==> src/rtl/vat_pkg.sv <==
// vat_pkg: shared types, constants and the arctangent table of the vertex transform
// no dependencies; imported by every module of the block
`default_nettype none

package vat_pkg;

    // parameter defaults
    localparam int CORDIC_STEPS_DEF = 16;
    localparam int COORD_WIDTH_DEF  = 32;

    // cordic sizing: table length, iteration index, working widths
    localparam int ATAN_LEN = 30;
    localparam int ITER_W   = $clog2(ATAN_LEN);
    localparam int CX_W     = 52;
    localparam int Z_W      = 34;
    localparam int MUL_W    = 33;
    localparam int ACC_W    = 34;
    localparam int FIN_W    = 50;

    // constants of the transform
    localparam logic [31:0] GAIN_Q32  = 32'd2608131496;
    localparam logic [31:0] SCALE_ONE = 32'h0001_0000;

    // configuration port
    localparam int CFG_IDX_W = 3;

    typedef enum logic [CFG_IDX_W-1:0] {
        CFG_OFFSET_X = 3'd0,
        CFG_OFFSET_Y = 3'd1,
        CFG_PIVOT_X  = 3'd2,
        CFG_PIVOT_Y  = 3'd3,
        CFG_SCALE_X  = 3'd4,
        CFG_SCALE_Y  = 3'd5,
        CFG_ANGLE    = 3'd6
    } t_cfg_idx;

    // transform modes of an item
    typedef enum logic [1:0] {
        MODE_TRANSLATE = 2'd0,
        MODE_MOVE_TO   = 2'd1,
        MODE_SCALE     = 2'd2,
        MODE_ROTATE    = 2'd3
    } t_mode;

    // multiplier operand selection
    typedef enum logic [1:0] {
        MUL_SCALE   = 2'd0,
        MUL_GAIN_LO = 2'd1,
        MUL_GAIN_HI = 2'd2
    } t_mul_sel;

    // configuration register bank
    typedef struct packed {
        logic [31:0] offset_x;
        logic [31:0] offset_y;
        logic [31:0] pivot_x;
        logic [31:0] pivot_y;
        logic [31:0] scale_x;
        logic [31:0] scale_y;
        logic [15:0] angle;
    } t_cfg;

    // controller to datapath commands
    typedef struct packed {
        logic              load;
        logic              step;
        logic [ITER_W-1:0] iter;
        logic              mul_en;
        t_mul_sel          mul_sel;
        logic              acc_lo;
        logic              round;
        logic              finish;
    } t_dp_cmd;

    // arctangent of 2^-i as a 32-bit fraction of a full turn
    function automatic logic [31:0] atan_turn(input logic [ITER_W-1:0] idx);
        logic [31:0] v;
        unique case (idx)
            5'd0:    v = 32'd536870912;
            5'd1:    v = 32'd316933406;
            5'd2:    v = 32'd167458907;
            5'd3:    v = 32'd85004756;
            5'd4:    v = 32'd42667331;
            5'd5:    v = 32'd21354465;
            5'd6:    v = 32'd10679838;
            5'd7:    v = 32'd5340245;
            5'd8:    v = 32'd2670163;
            5'd9:    v = 32'd1335087;
            5'd10:   v = 32'd667544;
            5'd11:   v = 32'd333772;
            5'd12:   v = 32'd166886;
            5'd13:   v = 32'd83443;
            5'd14:   v = 32'd41722;
            5'd15:   v = 32'd20861;
            5'd16:   v = 32'd10430;
            5'd17:   v = 32'd5215;
            5'd18:   v = 32'd2608;
            5'd19:   v = 32'd1304;
            5'd20:   v = 32'd652;
            5'd21:   v = 32'd326;
            5'd22:   v = 32'd163;
            5'd23:   v = 32'd81;
            5'd24:   v = 32'd41;
            5'd25:   v = 32'd20;
            5'd26:   v = 32'd10;
            5'd27:   v = 32'd5;
            5'd28:   v = 32'd3;
            5'd29:   v = 32'd1;
            default: v = 32'd0;
        endcase
        return v;
    endfunction

endpackage

`default_nettype wire

==> src/rtl/vat_cfg_regs.sv <==
// vat_cfg_regs: configuration register bank of the vertex transform
// depends on vat_pkg
`default_nettype none

module vat_cfg_regs
    import vat_pkg::*;
(
    input  wire logic                 i_clk,
    input  wire logic                 i_rst_n,
    input  wire logic                 i_cfg_valid,
    input  wire logic [CFG_IDX_W-1:0] i_cfg_index,
    input  wire logic [31:0]          i_cfg_data,
    output logic                      o_cfg_ready,
    output t_cfg                      o_cfg
);

    t_cfg r_cfg;
    logic wr_en;

    // writes are taken at any time
    assign o_cfg_ready = 1'b1;
    assign wr_en       = i_cfg_valid && o_cfg_ready;

    // register bank, unknown indexes ignored
    always_ff @(posedge i_clk) begin
        if (!i_rst_n) begin
            r_cfg.offset_x <= '0;
            r_cfg.offset_y <= '0;
            r_cfg.pivot_x  <= '0;
            r_cfg.pivot_y  <= '0;
            r_cfg.scale_x  <= SCALE_ONE;
            r_cfg.scale_y  <= SCALE_ONE;
            r_cfg.angle    <= '0;
        end else if (wr_en) begin
            unique case (t_cfg_idx'(i_cfg_index))
                CFG_OFFSET_X: r_cfg.offset_x <= i_cfg_data;
                CFG_OFFSET_Y: r_cfg.offset_y <= i_cfg_data;
                CFG_PIVOT_X:  r_cfg.pivot_x  <= i_cfg_data;
                CFG_PIVOT_Y:  r_cfg.pivot_y  <= i_cfg_data;
                CFG_SCALE_X:  r_cfg.scale_x  <= i_cfg_data;
                CFG_SCALE_Y:  r_cfg.scale_y  <= i_cfg_data;
                CFG_ANGLE:    r_cfg.angle    <= i_cfg_data[15:0];
                default: begin
                end
            endcase
        end
    end

    assign o_cfg = r_cfg;

endmodule

`default_nettype wire

==> config.mk <==
export PLATFORM = sky130hd
export DESIGN_NAME = vat_cfg_regs
export DESIGN_NICKNAME = d
export VERILOG_FILES = /design/src/rtl/vat_pkg.sv /design/src/rtl/vat_cfg_regs.sv
export SDC_FILE = /design/constraint.sdc
export NUM_CORES = 1
export LEC_CHECK = 0
export BUFFER_PORTS_ARGS = -buffer_cell sky130_fd_sc_hd__buf_4
export CAP_MARGIN = 20
export CORE_UTILIZATION = 45
export CTS_CLUSTER_SIZE = 28
export DETAILED_ROUTE_END_ITERATION = 10
export GPL_TIMING_DRIVEN = 0
export PLACE_DENSITY = 0.79
export REMOVE_ABC_BUFFERS = 1
export SLEW_MARGIN = 20
export SYNTH_ARGS = -nofsm -noshare
export SYNTH_HDL_FRONTEND = slang
export SYNTH_SLANG_ARGS = --single-unit
export TNS_END_PERCENT = 20
==> constraint.sdc <==
create_clock -name i_clk -period 1 [get_ports i_clk]
set_input_delay 0.1 -clock i_clk [delete_from_list [all_inputs] [get_ports i_clk]]
set_output_delay 0.1 -clock i_clk [all_outputs]
set_load 0.02 [all_outputs]
==> summary.txt <==
Status: finished, violations left
Failing checks: setup timing
Core Footprint: 16470 µm²
Total global routing track utilization: 24.64%
Slew @ Worst Pin: 0.5581 ns
Synth Register Bits: 208
CTS tree: done
Total Wirelength: 22020 µm
H-tree levels: 1
R2r worst-path depth: 3
Clock sink total: 208
DIE HEIGHT: 131.6 µm
Row cnt: 47
Die width: 131.6 µm
Pins Over Slew Limit: 0
Final WS setup: -0.06065 ns
Setup Slack @ Placement: -0.8089 ns
Number of global-route vias before repair: 6164
Critical path required time: 0.90 ns
P_leak: 5.745 nW
# nets final: 1034
IO buf count: 245
Post-route setup TNS: -8.436 ns
CP max stage cell: dfxtp_2
Synth Warn #: 0
Max_cap viols: 0
Post-Syn Area: 7556 µm²
N_diodes: 0
Initial Utilization: 45.89%
Top cell types by occurrence after synthesis: nand2_1, dfxtp_1, mux2i_1
DP Wirelength: 13080 µm
I/O Pins: 247
Vias per cell: 4.991
Clock Latency Late Sink: 0.49 ns
Clock buffer depth: 3
Share of the synthesized area in the top cell type: 55.11%
CTS root buffer: clkbuf_16
Minimum clock period: 1.061 ns
Post-synth EDFFs: 0
Max-slew headroom: 62.71%
Initial DRT Pass Iterations: 4
Antenna viol nets, final: 0
Power per cell area: 1563 nW/µm²
Most used DFF post-synth: dfxtp_1
Worst r2r src: o_cfg[103]
Maximum fanout along the worst path: 2
Cell with the most instances after synthesis: nand2_1
Crit start category: flip-flop
Initial DRC count: 294
Die area: 17310 µm²
# DRC: 0
Number of flip-flops in the largest register: 208
Fin crit share: 106.1%
Largest delay share family, worst path: flip-flops
Crit. End Element: output port
Layout area overhead: 56.66%
Fraction of layout cells with a size suffix above 1: 52.92%
Clk_skew: 0 ns
Largest net degree at the start of global routing: 123
RSZ-0062 raised after global routing: true
Post-synthesis cell type count: 14
Top post-synthesis cells by area: dfxtp_1, mux2i_1, nand2_1
Filler cells: 1091
Overflow after GRT: 0
Synth Instances: 717
Critical Path Sink: o_cfg[196]
Worst path depth: 1
Reg2reg setup slack: 0.22 ns
FMAX: 942.8 MHz
Final setup viols: 210
Hold Vio Cnt, Final: 0
Async SR Flop Fraction: 0%
CP bufs+invs: 1
Placer Congestion: 0.7369
Antenna violations before repair: 0
Seq/Total Area, Yosys: 55.11%
Worst reg2reg path endpoint: o_cfg[103]
Layout Utilization: 71.89%
Critical path class: reg -> out
Crit-path cells: buf_6
Routed WL per cell: 17.89 µm
Maximum vdd drop: 1306 µV
Hold WC Path Type: in -> reg
CTS Buf Count: 22
Critical Path Start: o_cfg[196]
Max incr delay on CP: 0.34 ns
Clock transition at path regs: 0.06 ns
First-pass GRT wire length: 33960 µm
Mean Syn Cell Area: 10.54 µm²
Largest area contributor in the netlist: dfxtp_1
Critical path data arrival time: 0.96 ns
Vias: 6144
==> worst min-delay path by stage <==
| stage | start | endpoint | slack (ns) | cells after the start |
|---|---|---|---|---|
| global route | i_cfg_data[14] | o_cfg[30] | 0.03 | 3 |
| floorplan | i_rst_n | o_cfg[144] | 0.25 | 2 |
| global placement | i_cfg_data[16] | o_cfg[64] | 0.38 | 3 |
| detailed placement | i_cfg_data[16] | o_cfg[64] | 0.38 | 3 |
| CTS | i_cfg_data[11] | o_cfg[11] | 0.003 | 3 |
| finish | i_cfg_data[10] | o_cfg[58] | 0.01 | 3 |
==> where the power goes <==
group / leakage (nW) / switching (W) / internal, W
registers: 1.78 / 0.000132 / 0.00850
logic: 3.60 / 0.000876 / 0.000767
clock network: 0.361 / 0.00327 / 0.00496
total: 5.75 / 0.00428 / 0.0142
==> kinds of logic after synthesis <==
| group | after synthesis | synth area share (%) |
|---|---|---|
| flip-flops | 208 | 55.11 |
| multiplexers | 208 | 27.55 |
| other | 1 | 0.04963 |
| AND/OR/NAND/NOR | 248 | 13.20 |
| buffers and inverters | 52 | 4.090 |
==> placed cells by master (no fill, tap or decap) <==
master and n:
nand2_1 238, buf_6 218, mux2i_1 208, dfxtp_2 208, buf_4 62, clkbuf_16 23, dlygate4sd3_1 17, clkbuf_1 6
clkinv_2 4, buf_12 4, buf_8 4, nand4b_1 3, nor2b_1 3, clkbuf_8 3, nand4bb_4 2, bufinv_16 2
nor4b_4 1, and4bb_4 1, conb_1 1, inv_6 1, bufbuf_16 1, buf_16 1
==> final cells by class <==
class	count	area [µm²]	area share [%]
sequential	208	4424	37.37
multi-input combinational	457	3119	26.35
clock buffer	32	639.4	5.401
clock inverter	7	88.84	0.7504
timing repair buffer	307	3291	27.80
tap	220	275.3	2.325
==> metal layers <==
metal / global-route usage (%) / wire length, µm / up-vias
met2: 41.33 / 10540 / 241
met1: 30.70 / 9150 / 2926
met3: 6.366 / 1612 / 53
met5: 0 / 0 / -
met4: 8.010 / 716 / 0
li1: - / - / 2924
==> per-stage QoR <==
step / power [W] / instances / hold slack, ns / area (µm²)
6_report: 0.01851 / 1231 / 0.01419 / 11840
2_1_floorplan: 0.009398 / 665 / 0.2476 / 7247
5_1_grt: 0.01912 / 1231 / 0.03111 / 11840
3_5_place_dp: 0.01014 / 1148 / 0.3809 / 9662
4_1_cts: 0.01861 / 1209 / 0.002885 / 11670
3_3_place_gp: 0.01010 / 1130 / 0.3789 / 9361
==> repair_timing <==
action | CTS | global route
cloned | 1 | 0
endpoints found under the hold margin | 84 | 0
setup buffers | 4 | 22
setup endpoints to repair | 330 | 222
resized for setup | 417 | 1
pin swaps | 1 | 2
hold buffers | 17 | 0
(Power assumes the default switching activity.)
