<file path="config.mk">
export PLATFORM = sky130hd
export DESIGN_NAME = vat_ctrl
export DESIGN_NICKNAME = d
export VERILOG_FILES = /design/src/rtl/vat_pkg.sv /design/src/rtl/vat_ctrl.sv
export SDC_FILE = /design/constraint.sdc
export NUM_CORES = 1
export LEC_CHECK = 0
export ABC_AREA = 1
export BUFFER_PORTS_ARGS = -buffer_cell sky130_fd_sc_hd__buf_2
export CORE_MARGIN = 3
export CORE_UTILIZATION = 51
export CTS_CLUSTER_DIAMETER = 60
export DETAILED_ROUTE_END_ITERATION = 8
export PLACE_DENSITY_LB_ADDON = 0.05
export SLEW_MARGIN = 20
export SYNTH_ARGS = -nofsm -noshare
export SYNTH_HDL_FRONTEND = slang
export SYNTH_SLANG_ARGS = --single-unit
</file>
<file path="constraint.sdc">
create_clock -name i_clk -period 1.6 [get_ports i_clk]
set_input_delay 0.08 -clock i_clk [delete_from_list [all_inputs] [get_ports i_clk]]
set_output_delay 0.08 -clock i_clk [all_outputs]
set_load 0.01 [all_outputs]
</file>
<file path="src/rtl/vat_pkg.sv">
// vat_pkg: shared types, constants and the arctangent table of the vertex transform
// no dependencies; imported by every module of the block
`default_nettype none

package vat_pkg;

    // parameter defaults
    localparam int CORDIC_STEPS_DEF = 16;
    localparam int COORD_WIDTH_DEF  = 32;

    // cordic sizing: table length, iteration index, working widths
    localparam int ATAN_LEN = 30;
    localparam int ITER_W   = $clog2(ATAN_LEN);
    localparam int CX_W     = 52;
    localparam int Z_W      = 34;
    localparam int MUL_W    = 33;
    localparam int ACC_W    = 34;
    localparam int FIN_W    = 50;

    // constants of the transform
    localparam logic [31:0] GAIN_Q32  = 32'd2608131496;
    localparam logic [31:0] SCALE_ONE = 32'h0001_0000;

    // configuration port
    localparam int CFG_IDX_W = 3;

    typedef enum logic [CFG_IDX_W-1:0] {
        CFG_OFFSET_X = 3'd0,
        CFG_OFFSET_Y = 3'd1,
        CFG_PIVOT_X  = 3'd2,
        CFG_PIVOT_Y  = 3'd3,
        CFG_SCALE_X  = 3'd4,
        CFG_SCALE_Y  = 3'd5,
        CFG_ANGLE    = 3'd6
    } t_cfg_idx;

    // transform modes of an item
    typedef enum logic [1:0] {
        MODE_TRANSLATE = 2'd0,
        MODE_MOVE_TO   = 2'd1,
        MODE_SCALE     = 2'd2,
        MODE_ROTATE    = 2'd3
    } t_mode;

    // multiplier operand selection
    typedef enum logic [1:0] {
        MUL_SCALE   = 2'd0,
        MUL_GAIN_LO = 2'd1,
        MUL_GAIN_HI = 2'd2
    } t_mul_sel;

    // configuration register bank
    typedef struct packed {
        logic [31:0] offset_x;
        logic [31:0] offset_y;
        logic [31:0] pivot_x;
        logic [31:0] pivot_y;
        logic [31:0] scale_x;
        logic [31:0] scale_y;
        logic [15:0] angle;
    } t_cfg;

    // controller to datapath commands
    typedef struct packed {
        logic              load;
        logic              step;
        logic [ITER_W-1:0] iter;
        logic              mul_en;
        t_mul_sel          mul_sel;
        logic              acc_lo;
        logic              round;
        logic              finish;
    } t_dp_cmd;

    // arctangent of 2^-i as a 32-bit fraction of a full turn
    function automatic logic [31:0] atan_turn(input logic [ITER_W-1:0] idx);
        logic [31:0] v;
        unique case (idx)
            5'd0:    v = 32'd536870912;
            5'd1:    v = 32'd316933406;
            5'd2:    v = 32'd167458907;
            5'd3:    v = 32'd85004756;
            5'd4:    v = 32'd42667331;
            5'd5:    v = 32'd21354465;
            5'd6:    v = 32'd10679838;
            5'd7:    v = 32'd5340245;
            5'd8:    v = 32'd2670163;
            5'd9:    v = 32'd1335087;
            5'd10:   v = 32'd667544;
            5'd11:   v = 32'd333772;
            5'd12:   v = 32'd166886;
            5'd13:   v = 32'd83443;
            5'd14:   v = 32'd41722;
            5'd15:   v = 32'd20861;
            5'd16:   v = 32'd10430;
            5'd17:   v = 32'd5215;
            5'd18:   v = 32'd2608;
            5'd19:   v = 32'd1304;
            5'd20:   v = 32'd652;
            5'd21:   v = 32'd326;
            5'd22:   v = 32'd163;
            5'd23:   v = 32'd81;
            5'd24:   v = 32'd41;
            5'd25:   v = 32'd20;
            5'd26:   v = 32'd10;
            5'd27:   v = 32'd5;
            5'd28:   v = 32'd3;
            5'd29:   v = 32'd1;
            default: v = 32'd0;
        endcase
        return v;
    endfunction

endpackage

`default_nettype wire

</file>
<file path="src/rtl/vat_ctrl.sv">
// vat_ctrl: sequencing state machine of the vertex transform
// depends on vat_pkg; drives vat_datapath through t_dp_cmd
`default_nettype none

module vat_ctrl
    import vat_pkg::*;
#(
    parameter int CORDIC_STEPS = CORDIC_STEPS_DEF
) (
    input  wire logic       i_clk,
    input  wire logic       i_rst_n,
    input  wire logic       i_in_valid,
    input  wire logic [1:0] i_mode,
    input  wire logic       i_out_ready,
    output logic            o_in_ready,
    output logic            o_out_valid,
    output t_dp_cmd         o_cmd
);

    localparam int NSTEP = (CORDIC_STEPS < ATAN_LEN) ? CORDIC_STEPS : ATAN_LEN;
    localparam logic [ITER_W-1:0] LAST_ITER = ITER_W'(NSTEP - 1);

    typedef enum logic [6:0] {
        S_IDLE     = 7'b000_0001,
        S_CORDIC   = 7'b000_0010,
        S_MUL      = 7'b000_0100,
        S_GAIN_LO  = 7'b000_1000,
        S_GAIN_HI  = 7'b001_0000,
        S_GAIN_ADD = 7'b010_0000,
        S_FINISH   = 7'b100_0000
    } t_state;

    t_state            r_state, n_state;
    logic [ITER_W-1:0] r_iter, n_iter;
    logic              r_out_valid, n_out_valid;
    t_dp_cmd           cmd;

    // next state and commands
    always_comb begin
        n_state     = r_state;
        n_iter      = r_iter;
        n_out_valid = r_out_valid;
        cmd         = '0;
        cmd.mul_sel = MUL_SCALE;
        if (r_out_valid && i_out_ready) begin
            n_out_valid = 1'b0;
        end
        unique case (r_state)
            S_IDLE: begin
                if (i_in_valid) begin
                    cmd.load = 1'b1;
                    n_iter   = '0;
                    unique case (t_mode'(i_mode))
                        MODE_TRANSLATE: n_state = S_FINISH;
                        MODE_MOVE_TO:   n_state = S_FINISH;
                        MODE_SCALE:     n_state = S_MUL;
                        MODE_ROTATE:    n_state = S_CORDIC;
                    endcase
                end
            end
            S_CORDIC: begin
                cmd.step = 1'b1;
                cmd.iter = r_iter;
                if (r_iter == LAST_ITER) begin
                    n_state = S_GAIN_LO;
                end else begin
                    n_iter = r_iter + 1'b1;
                end
            end
            S_MUL: begin
                cmd.mul_en  = 1'b1;
                cmd.mul_sel = MUL_SCALE;
                n_state     = S_FINISH;
            end
            S_GAIN_LO: begin
                cmd.mul_en  = 1'b1;
                cmd.mul_sel = MUL_GAIN_LO;
                n_state     = S_GAIN_HI;
            end
            S_GAIN_HI: begin
                cmd.mul_en  = 1'b1;
                cmd.mul_sel = MUL_GAIN_HI;
                cmd.acc_lo  = 1'b1;
                n_state     = S_GAIN_ADD;
            end
            S_GAIN_ADD: begin
                cmd.round = 1'b1;
                n_state   = S_FINISH;
            end
            S_FINISH: begin
                // result moves to the output register once it is free
                if (!r_out_valid || i_out_ready) begin
                    cmd.finish  = 1'b1;
                    n_out_valid = 1'b1;
                    n_state     = S_IDLE;
                end
            end
            default: n_state = S_IDLE;
        endcase
    end

    // state registers
    always_ff @(posedge i_clk) begin
        if (!i_rst_n) begin
            r_state     <= S_IDLE;
            r_iter      <= '0;
            r_out_valid <= 1'b0;
        end else begin
            r_state     <= n_state;
            r_iter      <= n_iter;
            r_out_valid <= n_out_valid;
        end
    end

    assign o_in_ready  = (r_state == S_IDLE);
    assign o_out_valid = r_out_valid;
    assign o_cmd       = cmd;

`ifndef SYNTHESIS
    a_finish_room: assert property (@(posedge i_clk) disable iff (!i_rst_n)
        o_cmd.finish |-> (!r_out_valid || i_out_ready))
        else $error("result written over an unread output");

    a_iter_range: assert property (@(posedge i_clk) disable iff (!i_rst_n)
        (r_state == S_CORDIC) |-> (r_iter <= LAST_ITER))
        else $error("cordic iteration index out of range");

    a_rotate_start: assert property (@(posedge i_clk) disable iff (!i_rst_n)
        (o_cmd.load && i_mode == MODE_ROTATE) |=> (r_state == S_CORDIC && r_iter == '0))
        else $error("rotation did not start at the first iteration");

    a_out_drain: assert property (@(posedge i_clk) disable iff (!i_rst_n)
        $fell(r_out_valid) |-> $past(i_out_ready))
        else $error("output item dropped without a handshake");
`endif

endmodule

`default_nettype wire

</file>
==> metrics.sh <==
TIMING.FINAL.SETUP_VIOLATIONS=0
REG2REG_DEPTH=10
VDD_IR_DROP_MAX_mV=0.760
SYN_AREA_PER_CELL_UM2=6.53
WORST_PATH_MOST_REPEATED_CELL='sky130_fd_sc_hd__nand2_1'
NUMBER_OF_CELLS_ON_THE_WORST_HOLD_PATH=2
YOSYSWARNINGS=0
CRIT-REG2REG-CAPTURE='r_state[6]'
WL_MET1_UM=893
TIMING.CRITICAL_PATH.CELLS='ha_1, nand2_1, nor2_1, ha_1, nand3b_1, inv_1, nor2_2, nand2_1, nand2_1, nor2_1'
LAYOUT_WORST_PATH_CYCLE_SHARE=0.941
WORST_SETUP_HOLD_PATH_CLK_SLEW_NS=0.09
POWER_LEAKAGE_nW=0.530
SYNTH_TOP_FLOP_CELL='sky130_fd_sc_hd__dfxtp_1'
AREAGROWTHSYNTHTOFINISH_PCT=17.3
CRITPATHKIND='flip-flop to flip-flop'
POSTSYNTH.ASYNCRESETSHARE=0
FIN_WS_NS=0.0951
YS_SEQ_AREA_FRAC=0.304
GP_CONGESTION=0.813
HOLD-PATH-ENDPOINT='r_state[0]'
HOLD_PATH_STARTPOINT='i_rst_n'
GRT_OVERFLOW_TOTAL=0
SYNTH_EDF_COUNT=0
START_KIND='flip-flop'
ROUTE.FINAL.WIRE_LENGTH_MM=1.84
ROUTED-VIA-COUNT=832
GRT_FIRST_PASS_WIRELENGTH_MM=2.90
ROUTE.DETAILED.DRC=0
PLACEMENT.SETUP.WORST_SLACK_NS=0.0772
YOSYS_REGISTER_BITS=13
CRITPATHSLOWESTCELL='sky130_fd_sc_hd__dfxtp_2'
START_UTIL=0.555
FIRST_PASS_ITERS=4
PORTION_OF_SYNTHESIZED_CELL_AREA_OCCUPIED_BY_THE_LEADING_CELL_TYPE=0.304
PATH_DELAY_FAMILY='simple AND/OR/NAND/NOR gates'
DESIGN.FINAL.NETS=163
POST_SYNTH_INST_COUNT=131
SWITCHING_SHARE=0.417
SLEW_VIOL_FINAL=0
POWER.NET_SWITCHING_W=0.000426
PORT_BUFFERS=20
ANTENNA_LEFT=0
AREA_OF_THE_CORE_MM2=0.00154
CPPEAKSTAGEDELAY_NS=0.37
GLOBAL_ROUTE.USAGE.TOTAL=0.182
FINAL_LAYOUT_SIZE_SUFFIX_GT1_FRAC=0.279
DR.FIRST_ITER.DRC_COUNT=16
NUM-FILL-CELLS=144
DIE_Y_UM=47.0
INTERNAL_POWER_W=0.000596
MET3_LENGTH_UM=79
CTS-HOLD-FIX-BUFFERS=0
CTS_INSERTED_BUFFERS=3
CTS_TREE='yes'
ARRIVAL_NS=1.67
PLACED_AREA_UM2=965
RUN_STATUS='complete, no violations'
WORST_CLOCK_SKEW_NS=0.00434
SYNTH_COMMONEST_CELLS='sky130_fd_sc_hd__nand2_1 (28), sky130_fd_sc_hd__nor2_1 (27), sky130_fd_sc_hd__inv_1 (20)'
WORST_HOLD_PATH_TYPE='primary input to flip-flop'
LAYOUT.CORE_UTILIZATION=0.651
MAX_CAP_VIOLATIONS=0
FINISH.INSTANCE_AREA_MM2=0.00100
NUM_ANTENNA_CELLS=0
TIMING.MAX_SLEW.REL_SLACK=0.786
NUM_IO_PINS=21
WORST_PIN_SLEW_NS=0.319
PWR-SHARE-CLK=0.209
INITIAL_ANTENNA_VIOLATION_COUNT=0
SYN-CELL-AREA_UM2=856
SETUP_REPAIR_AFTER_GLOBAL_ROUTING_MISSED_ITS_MARGIN='true'
DIE-AREA_MM2=0.00221
SYNTH.MOST_COMMON_CELL='sky130_fd_sc_hd__nand2_1'
ROUTE.TOP_LAYER_USED='met4'
SYNTH.LARGEST_AREA_CELL='sky130_fd_sc_hd__dfxtp_1'
CRITICAL_PATH.REG2REG.STARTPOINT='r_iter[1]'
HPWLAFTERDP_MM=1.43
TIMING.FINAL.HOLD_VIOLATIONS=0
CRIT_START='r_iter[1]'
WORST_SKEW_PAIR.LATE_LATENCY_NS=0.27
VIAS_IN_THE_FIRST_GLOBAL_ROUTE=711
WL_PER_CELL_UM=10.8
CP-END-KIND='flip-flop'
WL_MET2_UM=852
PERIOD_NEEDED_NS=1.50
MAX_FREQ_MHz=664
SEQPWRFRAC=0.369
DIE_W_UM=47.0
ROUTE.DETAILED.VIAS_PER_INST=4.89
SYNTH_AREA_LEADERS='sky130_fd_sc_hd__dfxtp_1 (30%), sky130_fd_sc_hd__nand2_1 (12%), sky130_fd_sc_hd__nor2_1 (12%)'
GRT_MAX_DEGREE=13
MAX-CLOCK-PATH-BUFFERS=2
TIMING.CRITICAL_PATH.FANOUT_MAX=5
POWER_DENSITY_mW_PER_MM2=1020
CTS_HTREE_LEVELS=1
CTS_SINKS=13
FF2FF_SETUP_SLACK_NS=0.1
CRITICAL_PATH_BUF_INV_COUNT=1
COMBPWRFRAC=0.422
POSTSYNTHNETCOUNT=139
YS_TYPES=21
ROWS=14
CP.REQUIRED_NS=1.77
ROOT_BUFFER_CELL='sky130_fd_sc_hd__clkbuf_4'
registers in the layout, indices dropped and copies added (netlist names):
signal       cells
r_state          7
o_out_valid      1
r_iter           5
layout make-up:
class	count	area (um2)	area share
repair buffers	20	100	0.0998
inverters	25	93.8	0.0935
well taps	16	20.0	0.0200
clock buffers	4	26.3	0.0262
flip-flops and latches	13	263	0.262
multi-input cells	92	500	0.499
per-layer routing:
metal  vias up  GRT usage
li1        448          -
met1       366      0.257
met2        16      0.282
met3         2     0.0230
met4         0     0.0663
met5         -          0
power groups by stage:
stage | Sequential (W) | Clock (W) | Combinational [W]
finish | 0.000378 | 0.000213 | 0.000431
global route | 0.000380 | 0.000224 | 0.000487
CTS | 0.000375 | 0.000215 | 0.000424
detailed placement | 0.000382 | 0 | 0.000423
global placement | 0.000381 | 0 | 0.000416
floorplan | 0.000379 | 0 | 0.000334
logic make-up after synthesis:
logic type | share of synthesized area
compound gates | 0.0409
xor+xnor | 0.0102
fa+ha+maj | 0.0292
buf+inv | 0.123
flops | 0.304
simple gates | 0.493
through the flow:
step                      total power [W]  instances  hold slack, ns  TNS, ns
after floorplan                  0.000713        131           0.164        0
after global placement           0.000797        166           0.318        0
after detailed placement         0.000805        166           0.313        0
after CTS                         0.00101        170          0.0312        0
after global routing              0.00109        170          0.0347   -0.151
final                             0.00102        170          0.0333        0
repair_timing:
action / in CTS / in global routing
setup endpoints to repair: 0 / 10
gates resized for setup: 0 / 5
setup buffers: 0 / 0
placed cells by master, fill, tap and decap left out, drive strengths merged:
master | Yosys | layout
a21oi | 6 | 6
buf | 1 | 20
clkbuf | 0 | 4
clkinv | 1 | 1
dfxtp | 13 | 13
ha | 2 | 2
inv | 24 | 24
nand2 | 33 | 33
nand3 | 10 | 10
nand3b | 1 | 1
nand4 | 5 | 5
nor2 | 30 | 30
nor3 | 3 | 3
o21ai | 1 | 1
xnor2 | 1 | 1
worst max path at each step:
stage / cells past startpoint / slack (ns) / endpoint
final: 10 / 0.1 / r_state[6]
after global routing: 10 / -0.04 / r_state[6]
after CTS: 6 / 0.06 / o_cmd[5]
after detailed placement: 10 / 0.08 / r_state[6]
after global placement: 10 / 0.11 / r_state[6]
after floorplan: 10 / 0.21 / r_state[6]
Power figures use the tool's default switching activity.
